--- src/design/rtc_alarm_clock_with_snooze_defines.svh ---
// Assertion macros for the RTC block.
`ifndef RTC_ALARM_CLOCK_WITH_SNOOZE_DEFINES_SVH
`define RTC_ALARM_CLOCK_WITH_SNOOZE_DEFINES_SVH

// Checked outside reset.
`define RTCAS_ASSERT(label, prop, msg) \
    label: assert property (@(posedge aclk) disable iff (!aresetn) prop) \
        else $error(msg);

// Checked in and out of reset.
`define RTCAS_ASSERT_RST(label, prop, msg) \
    label: assert property (@(posedge aclk) prop) else $error(msg);

`endif

--- src/design/rtcas_pkg.sv ---
package rtcas_pkg;

    localparam int TICK_WIDTH_DEF = 16;

    localparam logic [15:0] TPS_RESET  = 16'd1000;
    localparam logic [16:0] DAY_SECONDS = 17'd86400;
    localparam logic [16:0] DAY_LAST    = 17'd86399;
    localparam logic [5:0]  LIM_HOURS   = 6'd23;
    localparam logic [5:0]  LIM_MINSEC  = 6'd59;

    localparam logic [2:0] ACT_TICK      = 3'd0;
    localparam logic [2:0] ACT_SET_TIME  = 3'd1;
    localparam logic [2:0] ACT_SET_ALARM = 3'd2;
    localparam logic [2:0] ACT_TOGGLE    = 3'd3;
    localparam logic [2:0] ACT_SNOOZE    = 3'd4;

    typedef struct packed {
        logic [2:0]  action;
        logic [23:0] bcd_time_in;
        logic [7:0]  snooze_minutes;
    } in_beat_t;

    typedef struct packed {
        logic [21:0] time_bcd;
        logic        time_valid;
        logic [21:0] alarm_bcd;
        logic        alarm_on;
        logic        snooze_active;
        logic        alarm_fired;
        logic        accepted;
    } out_beat_t;

    typedef struct packed {
        logic [3:0] tens;
        logic [3:0] units;
        logic [5:0] limit;
        logic       cin;
    } pair_req_t;

    typedef struct packed {
        logic       over;
        logic [5:0] value;
        logic [3:0] tens;
        logic [3:0] units;
    } pair_rsp_t;

endpackage

--- src/design/rtcas_pair.sv ---
module rtcas_pair (
    input  rtcas_pkg::pair_req_t req,
    output rtcas_pkg::pair_rsp_t rsp
);

    logic [7:0] bin_val;
    logic [7:0] sum_val;
    logic [5:0] res;
    logic [2:0] tens;
    logic [5:0] units;

    always_comb begin
        bin_val = 8'({req.tens, 3'b000}) + 8'({req.tens, 1'b0}) + 8'(req.units);
        sum_val = bin_val + 8'(req.cin);
        rsp.over = (sum_val > 8'(req.limit));
        res = rsp.over ? 6'd0 : sum_val[5:0];
        if (res >= 6'd50) begin
            tens = 3'd5;
        end else if (res >= 6'd40) begin
            tens = 3'd4;
        end else if (res >= 6'd30) begin
            tens = 3'd3;
        end else if (res >= 6'd20) begin
            tens = 3'd2;
        end else if (res >= 6'd10) begin
            tens = 3'd1;
        end else begin
            tens = 3'd0;
        end
        units = res - 6'({tens, 3'b000}) - 6'({tens, 1'b0});
        rsp.value = res;
        rsp.tens  = 4'(tens);
        rsp.units = units[3:0];
    end

endmodule

--- src/design/rtc_alarm_clock_with_snooze.sv ---
// Channel  | Ports                         | Beat
// ---------+-------------------------------+--------------------------
// input    | s_valid, s_ready, s_data      | action, BCD time, minutes
// result   | m_valid, m_ready, m_data      | time/alarm BCD and flags
// config   | cfg_we, cfg_wdata             | ticks per second
//
// An item passes through accept, execute, finish and load result; when it
// passes a second or sets the time or the alarm, the shared digit-pair
// unit also handles its three BCD pairs after execute, one pair per cycle.
// s_ready is high only in the idle state; one item is in flight at a time.
// A result waiting on m_ready holds the block in its last state.
// aresetn resets all but the data path; ticks per second resets to 1000.
`include "rtc_alarm_clock_with_snooze_defines.svh"

module rtc_alarm_clock_with_snooze #(
    parameter int TICK_WIDTH = rtcas_pkg::TICK_WIDTH_DEF
) (
    input  logic                 aclk,
    input  logic                 aresetn,
    input  logic                 cfg_we,
    input  logic [15:0]          cfg_wdata,
    input  logic                 s_valid,
    output logic                 s_ready,
    input  rtcas_pkg::in_beat_t  s_data,
    output logic                 m_valid,
    input  logic                 m_ready,
    output rtcas_pkg::out_beat_t m_data
);

    localparam int CMP_W = (TICK_WIDTH > 16) ? TICK_WIDTH : 16;

    typedef enum logic [2:0] {
        S_IDLE,
        S_EXEC,
        S_PAIR,
        S_DONE,
        S_EMIT
    } state_t;

    state_t                 state_reg, state_next;
    rtcas_pkg::in_beat_t    item_reg, item_next;
    logic [15:0]            tps_reg, tps_next;
    logic [TICK_WIDTH-1:0]  tick_reg, tick_next;
    logic [16:0]            secs_reg, secs_next;
    logic [23:0]            time_bcd_reg, time_bcd_next;
    logic                   time_set_reg, time_set_next;
    logic [16:0]            alarm_secs_reg, alarm_secs_next;
    logic [23:0]            alarm_bcd_reg, alarm_bcd_next;
    logic                   alarm_en_reg, alarm_en_next;
    logic                   snooze_reg, snooze_next;
    logic [16:0]            snooze_secs_reg, snooze_secs_next;
    logic [23:0]            work_reg, work_next;
    logic [16:0]            acc_reg, acc_next;
    logic [1:0]             idx_reg, idx_next;
    logic                   carry_reg, carry_next;
    logic                   second_reg, second_next;
    logic                   fired_reg, fired_next;
    logic                   accepted_reg, accepted_next;
    rtcas_pkg::out_beat_t   out_reg, out_next;
    logic                   out_valid_reg, out_valid_next;

    logic                   is_tick;
    logic [1:0]             pair_sel;
    logic [23:0]            pair_src;
    logic [TICK_WIDTH-1:0]  tick_inc;
    logic                   tick_hit;
    rtcas_pkg::pair_req_t   pair_req;
    rtcas_pkg::pair_rsp_t   pair_rsp;

    rtcas_pair u_pair (
        .req (pair_req),
        .rsp (pair_rsp)
    );

    assign s_ready = (state_reg == S_IDLE);
    assign m_valid = out_valid_reg;
    assign m_data  = out_reg;

    always_comb begin
        is_tick  = (item_reg.action == rtcas_pkg::ACT_TICK);
        pair_sel = is_tick ? idx_reg : 2'd2 - idx_reg;
        pair_src = is_tick ? work_reg : item_reg.bcd_time_in;
        pair_req.tens  = pair_src[8*pair_sel+4 +: 4];
        pair_req.units = pair_src[8*pair_sel +: 4];
        pair_req.limit = (pair_sel == 2'd2) ? rtcas_pkg::LIM_HOURS : rtcas_pkg::LIM_MINSEC;
        pair_req.cin   = is_tick ? carry_reg : 1'b0;
        tick_inc = tick_reg + TICK_WIDTH'(1);
        tick_hit = (CMP_W'(tick_inc) >= CMP_W'(tps_reg));
    end

    always_comb begin
        state_next       = state_reg;
        item_next        = item_reg;
        tps_next         = cfg_we ? cfg_wdata : tps_reg;
        tick_next        = tick_reg;
        secs_next        = secs_reg;
        time_bcd_next    = time_bcd_reg;
        time_set_next    = time_set_reg;
        alarm_secs_next  = alarm_secs_reg;
        alarm_bcd_next   = alarm_bcd_reg;
        alarm_en_next    = alarm_en_reg;
        snooze_next      = snooze_reg;
        snooze_secs_next = snooze_secs_reg;
        work_next        = work_reg;
        acc_next         = acc_reg;
        idx_next         = idx_reg;
        carry_next       = carry_reg;
        second_next      = second_reg;
        fired_next       = fired_reg;
        accepted_next    = accepted_reg;
        out_next         = out_reg;
        out_valid_next   = out_valid_reg && !m_ready;

        case (state_reg)
            S_IDLE: begin
                if (s_valid) begin
                    item_next  = s_data;
                    state_next = S_EXEC;
                end
            end
            S_EXEC: begin
                fired_next    = 1'b0;
                accepted_next = 1'b1;
                second_next   = 1'b0;
                idx_next      = 2'd0;
                state_next    = S_DONE;
                case (item_reg.action)
                    rtcas_pkg::ACT_TICK: begin
                        if (tick_hit) begin
                            tick_next   = '0;
                            secs_next   = (secs_reg == rtcas_pkg::DAY_LAST) ? 17'd0
                                                                            : secs_reg + 17'd1;
                            second_next = 1'b1;
                            work_next   = time_bcd_reg;
                            carry_next  = 1'b1;
                            state_next  = S_PAIR;
                        end else begin
                            tick_next = tick_inc;
                        end
                    end
                    rtcas_pkg::ACT_SET_TIME, rtcas_pkg::ACT_SET_ALARM: begin
                        work_next  = '0;
                        acc_next   = '0;
                        state_next = S_PAIR;
                    end
                    rtcas_pkg::ACT_TOGGLE: begin
                        alarm_en_next = !alarm_en_reg;
                        if (alarm_en_reg) begin
                            snooze_next = 1'b0;
                        end
                    end
                    rtcas_pkg::ACT_SNOOZE: begin
                        snooze_secs_next = alarm_secs_reg
                                         + 17'({item_reg.snooze_minutes, 6'b000000})
                                         - 17'({item_reg.snooze_minutes, 2'b00});
                        snooze_next = 1'b1;
                    end
                    default: begin
                    end
                endcase
            end
            S_PAIR: begin
                carry_next = pair_rsp.over;
                if (!is_tick && pair_rsp.over) begin
                    accepted_next = 1'b0;
                end
                acc_next = (acc_reg << 6) - (acc_reg << 2) + 17'(pair_rsp.value);
                work_next[8*pair_sel +: 8] = {pair_rsp.tens, pair_rsp.units};
                if (idx_reg == 2'd2) begin
                    state_next = S_DONE;
                end else begin
                    idx_next = idx_reg + 2'd1;
                end
            end
            S_DONE: begin
                state_next = S_EMIT;
                case (item_reg.action)
                    rtcas_pkg::ACT_TICK: begin
                        if (second_reg) begin
                            time_bcd_next = work_reg;
                            if (alarm_en_reg && !snooze_reg && alarm_secs_reg == secs_reg) begin
                                fired_next = 1'b1;
                            end
                            if (alarm_en_reg && snooze_reg && snooze_secs_reg == secs_reg) begin
                                fired_next  = 1'b1;
                                snooze_next = 1'b0;
                            end
                        end
                    end
                    rtcas_pkg::ACT_SET_TIME: begin
                        if (accepted_reg) begin
                            secs_next     = acc_reg;
                            time_bcd_next = work_reg;
                            time_set_next = 1'b1;
                        end
                    end
                    rtcas_pkg::ACT_SET_ALARM: begin
                        if (accepted_reg) begin
                            alarm_secs_next = acc_reg;
                            alarm_bcd_next  = work_reg;
                            alarm_en_next   = 1'b1;
                            snooze_next     = 1'b0;
                        end
                    end
                    rtcas_pkg::ACT_SNOOZE: begin
                        if (snooze_secs_reg >= rtcas_pkg::DAY_SECONDS) begin
                            snooze_secs_next = snooze_secs_reg - rtcas_pkg::DAY_SECONDS;
                        end
                    end
                    default: begin
                    end
                endcase
            end
            S_EMIT: begin
                if (!out_valid_reg || m_ready) begin
                    out_next.time_bcd      = time_bcd_reg[21:0];
                    out_next.time_valid    = time_set_reg;
                    out_next.alarm_bcd     = alarm_bcd_reg[21:0];
                    out_next.alarm_on      = alarm_en_reg;
                    out_next.snooze_active = snooze_reg;
                    out_next.alarm_fired   = fired_reg;
                    out_next.accepted      = accepted_reg;
                    out_valid_next         = 1'b1;
                    state_next             = S_IDLE;
                end
            end
            default: begin
                state_next = S_IDLE;
            end
        endcase
    end

    always_ff @(posedge aclk) begin
        item_reg   <= item_next;
        work_reg   <= work_next;
        acc_reg    <= acc_next;
        idx_reg    <= idx_next;
        carry_reg  <= carry_next;
        out_reg    <= out_next;
        if (!aresetn) begin
            state_reg       <= S_IDLE;
            tps_reg         <= rtcas_pkg::TPS_RESET;
            tick_reg        <= '0;
            secs_reg        <= '0;
            time_bcd_reg    <= '0;
            time_set_reg    <= 1'b0;
            alarm_secs_reg  <= '0;
            alarm_bcd_reg   <= '0;
            alarm_en_reg    <= 1'b0;
            snooze_reg      <= 1'b0;
            snooze_secs_reg <= '0;
            second_reg      <= 1'b0;
            fired_reg       <= 1'b0;
            accepted_reg    <= 1'b1;
            out_valid_reg   <= 1'b0;
        end else begin
            state_reg       <= state_next;
            tps_reg         <= tps_next;
            tick_reg        <= tick_next;
            secs_reg        <= secs_next;
            time_bcd_reg    <= time_bcd_next;
            time_set_reg    <= time_set_next;
            alarm_secs_reg  <= alarm_secs_next;
            alarm_bcd_reg   <= alarm_bcd_next;
            alarm_en_reg    <= alarm_en_next;
            snooze_reg      <= snooze_next;
            snooze_secs_reg <= snooze_secs_next;
            second_reg      <= second_next;
            fired_reg       <= fired_next;
            accepted_reg    <= accepted_next;
            out_valid_reg   <= out_valid_next;
        end
    end

    `RTCAS_ASSERT(a_secs_in_day,
        (state_reg == S_IDLE) |-> (secs_reg < rtcas_pkg::DAY_SECONDS
            && alarm_secs_reg < rtcas_pkg::DAY_SECONDS
            && snooze_secs_reg < rtcas_pkg::DAY_SECONDS),
        "seconds counter out of day range")
    `RTCAS_ASSERT(a_accept_starts, (s_valid && s_ready) |=> (state_reg == S_EXEC),
        "accepted beat did not start execution")
    `RTCAS_ASSERT(a_pair_idx, (state_reg == S_PAIR) |-> (idx_reg <= 2'd2),
        "digit pair index out of range")
    `RTCAS_ASSERT(a_fire_needs_enable,
        (out_valid_reg && out_reg.alarm_fired) |-> out_reg.alarm_on,
        "alarm fired while disabled")
    `RTCAS_ASSERT_RST(a_reset_clears_out, !aresetn |=> !m_valid, "result valid after reset")

endmodule
--- config.mk ---
export PLATFORM = sky130hd
export DESIGN_NAME = rtc_alarm_clock_with_snooze
export DESIGN_NICKNAME = d
export VERILOG_FILES = /design/src/design/rtcas_pkg.sv /design/src/design/rtcas_pair.sv /design/src/design/rtc_alarm_clock_with_snooze.sv
export VERILOG_INCLUDE_DIRS = /design/src /design/src/design
export SDC_FILE = /design/constraint.sdc
export NUM_CORES = 1
export LEC_CHECK = 0
export BUFFER_PORTS_ARGS = -buffer_cell sky130_fd_sc_hd__buf_2
export CORE_MARGIN = 3
export CORE_UTILIZATION = 50
export CTS_CLUSTER_DIAMETER = 30
export DETAILED_ROUTE_END_ITERATION = 10
export PLACE_DENSITY = 0.68
export RECOVER_POWER = 100
export SYNTH_ARGS = -nofsm -noshare
export SYNTH_HDL_FRONTEND = slang
export SYNTH_HIERARCHICAL = 1
export SYNTH_SLANG_ARGS = --single-unit
--- constraint.sdc ---
create_clock -name aclk -period 9.44 [get_ports aclk]
set_clock_uncertainty 0.1 [all_clocks]
set_input_delay 1.888 -clock aclk [delete_from_list [all_inputs] [get_ports aclk]]
set_output_delay 1.888 -clock aclk [all_outputs]
set_load 0.05 [all_outputs]
# --- Word-level counts from Yosys, hierarchy flattened ---
# Index checks and enable logic that the tools add are counted.
op_classes:
  add_sub_neg: 16
  magnitude_cmp: 8
  eq_ne: 41
  shifts: 4
  muxes: 63
  n_reduce_logical: 35
op_table:
  columns: ["cell", "n"]
  rows:
  - ["2-to-1 mux 17 bit", 9]
  - ["one-hot mux 24 bit (2 select lines)", 3]
  - ["one-hot mux 17 bit (2 select lines)", 3]
  - ["2-to-1 mux 24 bit", 4]
  - ["equality test 17 bit", 2]
  - ["negator 5 -> 34 bit", 1]
  - ["variable shift 8 x 34 -> 24 bit, first input constant", 1]
  - ["variable part select 8 x 34 -> 24 bit", 1]
  - ["!= test 2 bit, second input constant", 16]
  - ["bitwise mux 24 bit", 1]
  - ["variable part select 24 x 6 -> 4 bit", 1]
  - ["variable part select 24 x 7 -> 4 bit", 1]
  - ["2-to-1 mux 1 bit", 21]
  - ["2-to-1 mux 3 bit", 7]
  - ["!= test 3 bit, second input constant", 7]
  - ["adder 17 x 1 -> 17 bit, second input constant", 1]
  - ["adder 17 x 14 -> 17 bit", 1]
  - ["adder 17 x 6 -> 17 bit", 1]
  - ["equality test 17 bit, second input constant", 1]
  - [">= comparator 17 bit, second input constant", 1]
  - ["subtractor 17 x 10 -> 17 bit", 1]
  - ["subtractor 17 bit", 1]
  - ["subtractor 17 bit, second input constant", 1]
  - ["adder 16 x 1 -> 16 bit, second input constant", 1]
  - ["other kinds (35)", 80]
word_totals:
  register_bits: 267
  inputBits: 56

# --- Longest topological paths before layout ---
# Gate-level depths: netlist (run 1).
depth:
  ltp_word: 20
  depth_mapped: 30
  depth_no_buf: 28

# --- By module ---
# Netlist (run 1), hierarchy kept.
by_module_without_submodules:
  columns: ["module", "n_inst", "cells_each", "area_per_inst_um2", "seq_area_each_um2"]
  rows:
  - ["rtc_alarm_clock_with_snooze", 1, 1371, 13260.2, 6626.4]
  - ["rtcas_pair", 1, 110, 795.8, 0.0]

# --- Worst setup path before layout (run 1) ---
# Ideal clock, no wire load.
synth_timing:
  path_kind: "input port to flip-flop"
  from: "input port m_ready"
  to: "register out_reg, in the netlist m_data[0] (enable)"
  setup_time_ps: 577
  t_arrival_ps: 6599
  required_ps: 8763
  slack_ps: 2164
  cell_stages: 2
  path_cell_list: "nor2b_1 -> nor4_1"
synth_via:
  elab_chain_len: 2
synth_rtl:
  columns: ["element", "line", "text"]
  rows:
  - ["start: declaration", "rtc_alarm_clock_with_snooze.sv:26", "input logic m_ready,"]
  - ["logical OR 1 bit", "rtc_alarm_clock_with_snooze.sv:215", "if (!out_valid_reg || m_ready) begin"]
  - ["AND reduction 2 bit (no source line)", null, null]
  - ["end signal: assignment", "rtc_alarm_clock_with_snooze.sv:239", "out_reg <= out_next;"]
  - ["end: declaration", "rtc_alarm_clock_with_snooze.sv:59", "rtcas_pkg::out_beat_t out_reg, out_next;"]
# Every way passes these cells.
# A chain may end at the register's enable or synchronous reset.

==> results of run 1 <==
## metal layers
| layer | wire length (um) | track usage | vias to the layer above |
|---|---|---|---|
| li1 | - | - | 5510 |
| met3 | 2500 | 0.0456 | 91 |
| met5 | 0 | 0 | - |
| met1 | 15900 | 0.321 | 5428 |
| met2 | 18100 | 0.408 | 422 |
| met4 | 1240 | 0.0965 | 0 |
## logic make-up (layout without fill, tap and decap cells)
group / after synthesis / in the layout / synth area share
simple gates: 487 / 487 / 0.162
compound gates: 349 / 349 / 0.157
flops: 267 / 267 / 0.471
buf+inv: 179 / 330 / 0.0505
fa+ha+maj: 83 / 83 / 0.0771
xor+xnor: 81 / 81 / 0.0505
mux: 33 / 33 / 0.0308
other cells: 2 / 4 / 0.000534
## cell type report
type / count / area, sq um / area share
well taps: 372 / 465 / 0.0277
multi-input cells: 1037 / 6710 / 0.399
clock buffers: 69 / 1540 / 0.0917
repair buffers: 122 / 554 / 0.0329
inverters: 98 / 369 / 0.0219
clock inverters: 41 / 566 / 0.0336
flip-flops and latches: 267 / 6630 / 0.394
## layout by cell type, fill, tap and decap left out, types with 11 or more instances in the layout
master,instances
xnor2_1,42
edfxtp_1,128
inv_6,11
inv_1,94
xor2_1,39
and3_1,19
nor4_1,15
mux2i_1,23
o31ai_1,16
clkbuf_16,58
nand2b_1,11
dfxtp_1,139
a22o_1,25
clkbuf_1,69
o211ai_1,11
nand4_1,13
nor2_1,89
a21oi_1,148
o21ai_0,62
buf_2,50
ha_1,77
nor3_1,24
nand3_1,33
nand2_1,221
## worst max-delay path: cells and delay by family, from the launching register on
family / cells / cell delay, ns
compound gates: 9 / 2.51
fa+ha+maj: 5 / 1.80
buf+inv: 6 / 1.06
flops: 1 / 0.88
xor+xnor: 2 / 0.67
simple gates: 5 / 0.63
mux: 1 / 0.08
## cell usage after synthesis (4+ instances only)
master / n / area share
fa_1: 6 / 0.0085
a31oi_1: 10 / 0.0045
nor3_1: 24 / 0.0085
o32ai_1: 5 / 0.0031
a211oi_1: 7 / 0.0037
nand2b_1: 11 / 0.0049
o211ai_1: 11 / 0.0059
nand3_1: 33 / 0.012
nor2_1: 89 / 0.024
mux2i_1: 23 / 0.016
nor4_1: 15 / 0.0067
ha_1: 77 / 0.069
nor2b_1: 10 / 0.0045
a21o_1: 10 / 0.0053
o221ai_1: 5 / 0.0031
a22o_1: 25 / 0.016
and4_1: 4 / 0.0025
nand4_1: 13 / 0.0058
edfxtp_1: 128 / 0.27
xor2_1: 39 / 0.024
dfxtp_1: 139 / 0.20
o2111ai_1: 5 / 0.0031
o21ai_1: 5 / 0.0018
xnor2_1: 42 / 0.026
buf_2: 8 / 0.0028
or2_2: 4 / 0.0018
and2_1: 9 / 0.0040
nand3b_1: 10 / 0.0053
o21ai_0: 60 / 0.021
o21bai_1: 4 / 0.0021
o31ai_1: 16 / 0.0085
clkbuf_1: 61 / 0.016
nand2_1: 221 / 0.059
or3_1: 9 / 0.0040
mux4_2: 8 / 0.013
and3_1: 19 / 0.0085
buf_1: 6 / 0.0016
inv_1: 95 / 0.025
a21oi_1: 148 / 0.053
## per-stage QoR
step | instances | hold slack, ns | setup slack [ns]
after global placement | 1896 | 0.313 | 2.06
after detailed placement | 1896 | 0.316 | 1.95
after CTS | 2006 | 0.333 | 1.90
final | 2006 | 0.327 | 1.40
after floorplan | 1483 | 0.308 | 2.16
after global routing | 2006 | 0.330 | 0.622
## report_power, final
group	switching, W	total, W	internal [W]	leakage (nW)
Combinational	0.000722	0.00112	0.000402	3.30
Sequential	0.0000582	0.00134	0.00128	2.33
Clock	0.000690	0.00215	0.00146	1.03
## path summary, 6_finish.rpt
check	start	to	slack [ns]	cells after the start
max	idx_reg[0]	acc_reg[14]	1.40	28
min	time_set_reg	m_data[26]	0.33	0
max reg2reg	idx_reg[0]	acc_reg[14]	1.40	28
min reg2reg	time_set_reg	m_data[26]	0.33	0
==> results.md, run 1 <==
* Status: finished, violations left
* Violated checks: capacitance limit, slew limit
* FP Rows at 60
* Die height at between 150 and 200 um
* Final instance area at between 15000 and 20000 sq um
* RSZ-0062 raised after global routing: no
* Final worst path period share at 0.852
* Vias at between 10000 and 15000
* Gr usage total at 0.246
* Setup Crit Path Kind: reg2reg
* Clk_lat worst skew at 0.58 ns
* Final net count at ~1700
* Sum of negative setup slack at 0 ns
* DR pass1 iterations at 5
* Final Max Slew Viols at 207
* Post-route DRC at 0
* Synth Register Bits at ~270
* Setup violations, final at 0
* CTS tree: yes
* Initial Util at 0.514
* Async SR Flop Fraction at 0
* Clock root buffer: clkbuf_16
* Placeable core area at 27300 sq um
* Overflow after GRT at 0
* Crit. End Element: register
* Peak VDD IR at ~0.20 mV
* Final Core Density at 0.616
* Initial antenna violation count at 0
* Max reg flops at 49
* Pleak at around 6.7 nW
* WP data required at just under 10 ns
* Starting DRT DRC Count at 925
* Clk buf depth at 3
* Drt wl/cell at 18.8 um
* Placed cell areas at approximately 15000 sq um
* Worst endpoint data arrival time at 8.21 ns
* CTS Buf Count at a little under 60
* Fillers at between 2000 and 2500
* IO buf count at between 100 and 150
* Hold-fix buffer count after cts at 0
* Max cap viols at 4
* Post-CTS setup buffer count at 0
* Final Critical Period at about 8 ns
* Power, Total at 0.00461 W
* Synth cell types at 79
* DRT Wirelength at around 38 mm
* Syn avg cell area at 9.49 sq um
* Seq/Total Area, Yosys at 0.471
* Ant diodes at 0
* Via density at ~5.7
* Die X at 174 um
* Mapped cell area at about 14000 sq um
* First-pass GRT wire length at ~60 mm
* Power Density at around 270 nW/um^2
* CTS H-tree lvls at 2
* Crit path launch type: register
* Synth-to-layout area growth at 19.8%
* DP Wirelength at approximately 26 mm
* Sink Count at around 270
* Worst-path clk slew at ~0.050 ns
* Largest net degree at the start of global routing at 77
* Final ANT Viol Nets at 0
* Slew headroom at -1.38
* Fmax at between 0.1 and 0.15 GHz
* GP Congestion at about 0.92
* I/O Pins at around 110
* Number of global-route vias before repair at 11100
* Post-CTS Resized at 0
* Synth Warn # at 6
* Least-Margin Pin Slew at ~3.6 ns
* Most used DFF post-synth: dfxtp_1
* Number of enable flip-flop cells after synthesis at 128
* CP peak stage delay at between 0.8 and 0.9 ns
* Worst hold path type: reg2reg
* Die footprint at ~30000 sq um
* Final hold violation count at 0
* Layout cell share with drive strength beyond 1 at 0.119
* Critical-path maximum fanout at 19
* Cells after Synth at between 1000 and 1500
* Critical-path top delay cell: edfxtp_1
Power figures use the tool's default switching activity.
==> inputs of run 2 (changes only) <==
- CELL_PAD_IN_SITES_DETAIL_PLACEMENT: unset -> 1
- CELL_PAD_IN_SITES_GLOBAL_PLACEMENT: unset -> 1
- CORE_UTILIZATION: 50 -> 45
- PLACE_DENSITY: 0.68 -> unset
- PLACE_DENSITY_LB_ADDON: unset -> 0.1
- SKIP_LAST_GASP: unset -> 1
==> run 2 against run 1 <==
The flow still finishes with violations (capacitance limit, slew limit); fmax fell by 0.73%; critical path depth fell by 1; sequential power barely moved; cell count rose by 2.1%; worst setup slack got worse by 0.059 ns; register-to-register slack got worse by 0.06 ns; first-iteration DRC count fell by 29%; sequential share of layout area fell by 0.53 points; via count rose by 3.0%; wire length rose by 18%; critical path type unchanged; critical endpoint unchanged; largest cell class unchanged; largest power group unchanged.
==> results.md, run 2 (synthesis gave the netlist of run 1 again) <==
* Worst hold slack at 0.324 ns (-0.00349 ns)
* First-pass GRT wire length at 69.8 mm (+17%)
* Final net count at 1735 (+0.70%)
* Sink Count at 267 (unchanged)
* Synth-to-layout area growth at 21.4%
* Number of global-route vias before repair at 12500 (+13%)
* Post-CTS Resized at 0 (unchanged)
* Multi-input gate area at 6730 sq um (+0.28%)
* Worst Reg-to-Reg Cells at 27 (-3.6%)
* Initial antenna violation count at 1 (+1)
* CTS tree: yes
* Clk buf depth at 3 (unchanged)
* Critical path buffers and inverters at 5 (-1)
* Final ANT Viol Nets at 0 (unchanged)
* Vias at 11800 (+3.0%)
* WP data required at 9.62 ns (about the same)
* Fmax at 0.123 GHz (-0.73%)
* DR pass1 iterations at 5 (unchanged)
* CP peak stage delay at 0.92 ns (+0.04 ns)
* Levels on crit path at 27 (-3.6%)
* Post-route DRC at 0 (unchanged)
* Layout cell share with drive strength beyond 1 at 0.118 (-0.000688)
* Drt wl/cell at 21.7 um (+15%)
* DRT Wirelength at 44.4 mm (+18%)
* Hold Crit Depth at 0 (unchanged)
* Peak VDD IR at 0.195 mV (-4.5%)
* DP Wirelength at 30.2 mm (+14%)
* Crit. End Element: register
* Worst hold path type: reg2reg
* Final hold violation count at 0 (unchanged)
* Final Max Slew Viols at 231 (+12%)
* GP Congestion at 0.847 (-7.5%)
* Setup Crit Path Kind: reg2reg
* Initial Util at 0.458 (-0.0561)
* Hold path startpoint: alarm_bcd_reg[16]
* Clk_lat worst skew at 0.59 ns (about the same)
* CTS Buf Count at 71 (+22%)
* Sum of negative setup slack at 0 ns (unchanged)
* CTS H-tree lvls at 3 (+1)
* I/O Pins at 107 (unchanged)
* Pleak at 6.72 nW (+0.95%)
* Least-Margin Pin Slew at 3.99 ns (+0.423 ns)
* IO buf count at 106 (unchanged)
* CP Launch Point: item_reg[32]
* Commonest non-fill, non-tap cell in the layout: nand2_1
* Max reg flops at 49 (unchanged)
* FP Rows at 64 (+6.7%)
* Largest net degree at the start of global routing at 80 (+3.9%)
* Worst endpoint data arrival time at 8.28 ns (+0.07 ns)
* Gr usage total at 0.266 (+0.0200)
* Critical-path top delay cell: or3_1
* Placeable core area at 30700 sq um (+12%)
* Worst-path clk slew at 0.05 ns (about the same)
* Final Critical Period at 8.10 ns (+0.0590 ns)
* RSZ-0062 raised after global routing: no
* Via density at 5.76 (+0.85%)
* Crit path max-delay family: compound AO/OA/AOI/OAI gates
* Starting DRT DRC Count at 658 (-29%)
* Hold-fix buffer count after cts at 0 (unchanged)
* Worst flop-to-flop path startpoint: item_reg[32]
* Post-CTS setup buffer count at 0 (unchanged)
* Status: finished, violations left
* Die height at 183 um (+5.2%)
* Overflow after GRT at 0 (unchanged)
* Fillers at 3453 (+48%)
* Critical-path maximum fanout at 22 (+3)
* Crit path launch type: register
* Final worst path period share at 0.858 (+0.00625)
* Power Density at 280 nW/um^2 (+2.2%)
* Die footprint at 33400 sq um (+11%)
* Die X at 183 um (+5.2%)
* Clock root buffer: clkbuf_16
* Reg area at 6630 sq um (unchanged)
* Setup violations, final at 0 (unchanged)
* Violated checks: capacitance limit, slew limit
* Slew headroom at -1.66 (-0.282)
* Max cap viols at 5 (+1)
* Commonest cells after routing, fill and taps aside: nand2_1, a21oi_1, dfxtp_1
* Ant diodes at 0 (unchanged)
run 2: layer usage:
metal	wire length, um	GRT usage	up-vias	share of wire
li1	-	-	5521	-
met1	18000	0.321	5830	0.40
met2	22500	0.464	323	0.51
met3	2050	0.0462	114	0.046
met4	1850	0.123	2	0.042
met5	13	0	-	0.00029
run 2: final cells by class:
class | count | share of cell area
inverter | 98 | 0.0216
clock inverter | 29 | 0.0177
timing repair buffer | 121 | 0.0319
multi-input combinational | 1037 | 0.394
sequential | 267 | 0.388
tap | 396 | 0.0290
clock buffer | 100 | 0.117
run 2: path summary, 6_finish.rpt:
kind                                    end  slack (ns)
worst max-delay path            acc_reg[14]        1.34
worst min-delay path             m_data[20]        0.32
worst max register to register  acc_reg[14]        1.34
worst min register to register   m_data[20]        0.32
run 2: where the power goes:
group | leakage (nW) | internal, W | switching, W
Combinational | 3.29 | 0.000407 | 0.000755
Sequential | 2.33 | 0.00128 | 0.0000587
Clock | 1.10 | 0.00151 | 0.000763
Total | 6.72 | 0.00320 | 0.00158
run 2: metrics by stage:
stage | instances | setup slack (ns) | util | power (W) | cell area, sq um
final | 2048 | 1.34 | 0.556 | 0.00478 | 17100
after floorplan | 1483 | 2.16 | - | 0.00216 | 14100
after global placement | 1919 | 1.70 | 0.485 | 0.00251 | 14900
after CTS | 2048 | 1.46 | 0.560 | 0.00482 | 17200
after global routing | 2048 | 0.476 | 0.556 | 0.00501 | 17100
after detailed placement | 1919 | 1.55 | 0.485 | 0.00251 | 14900
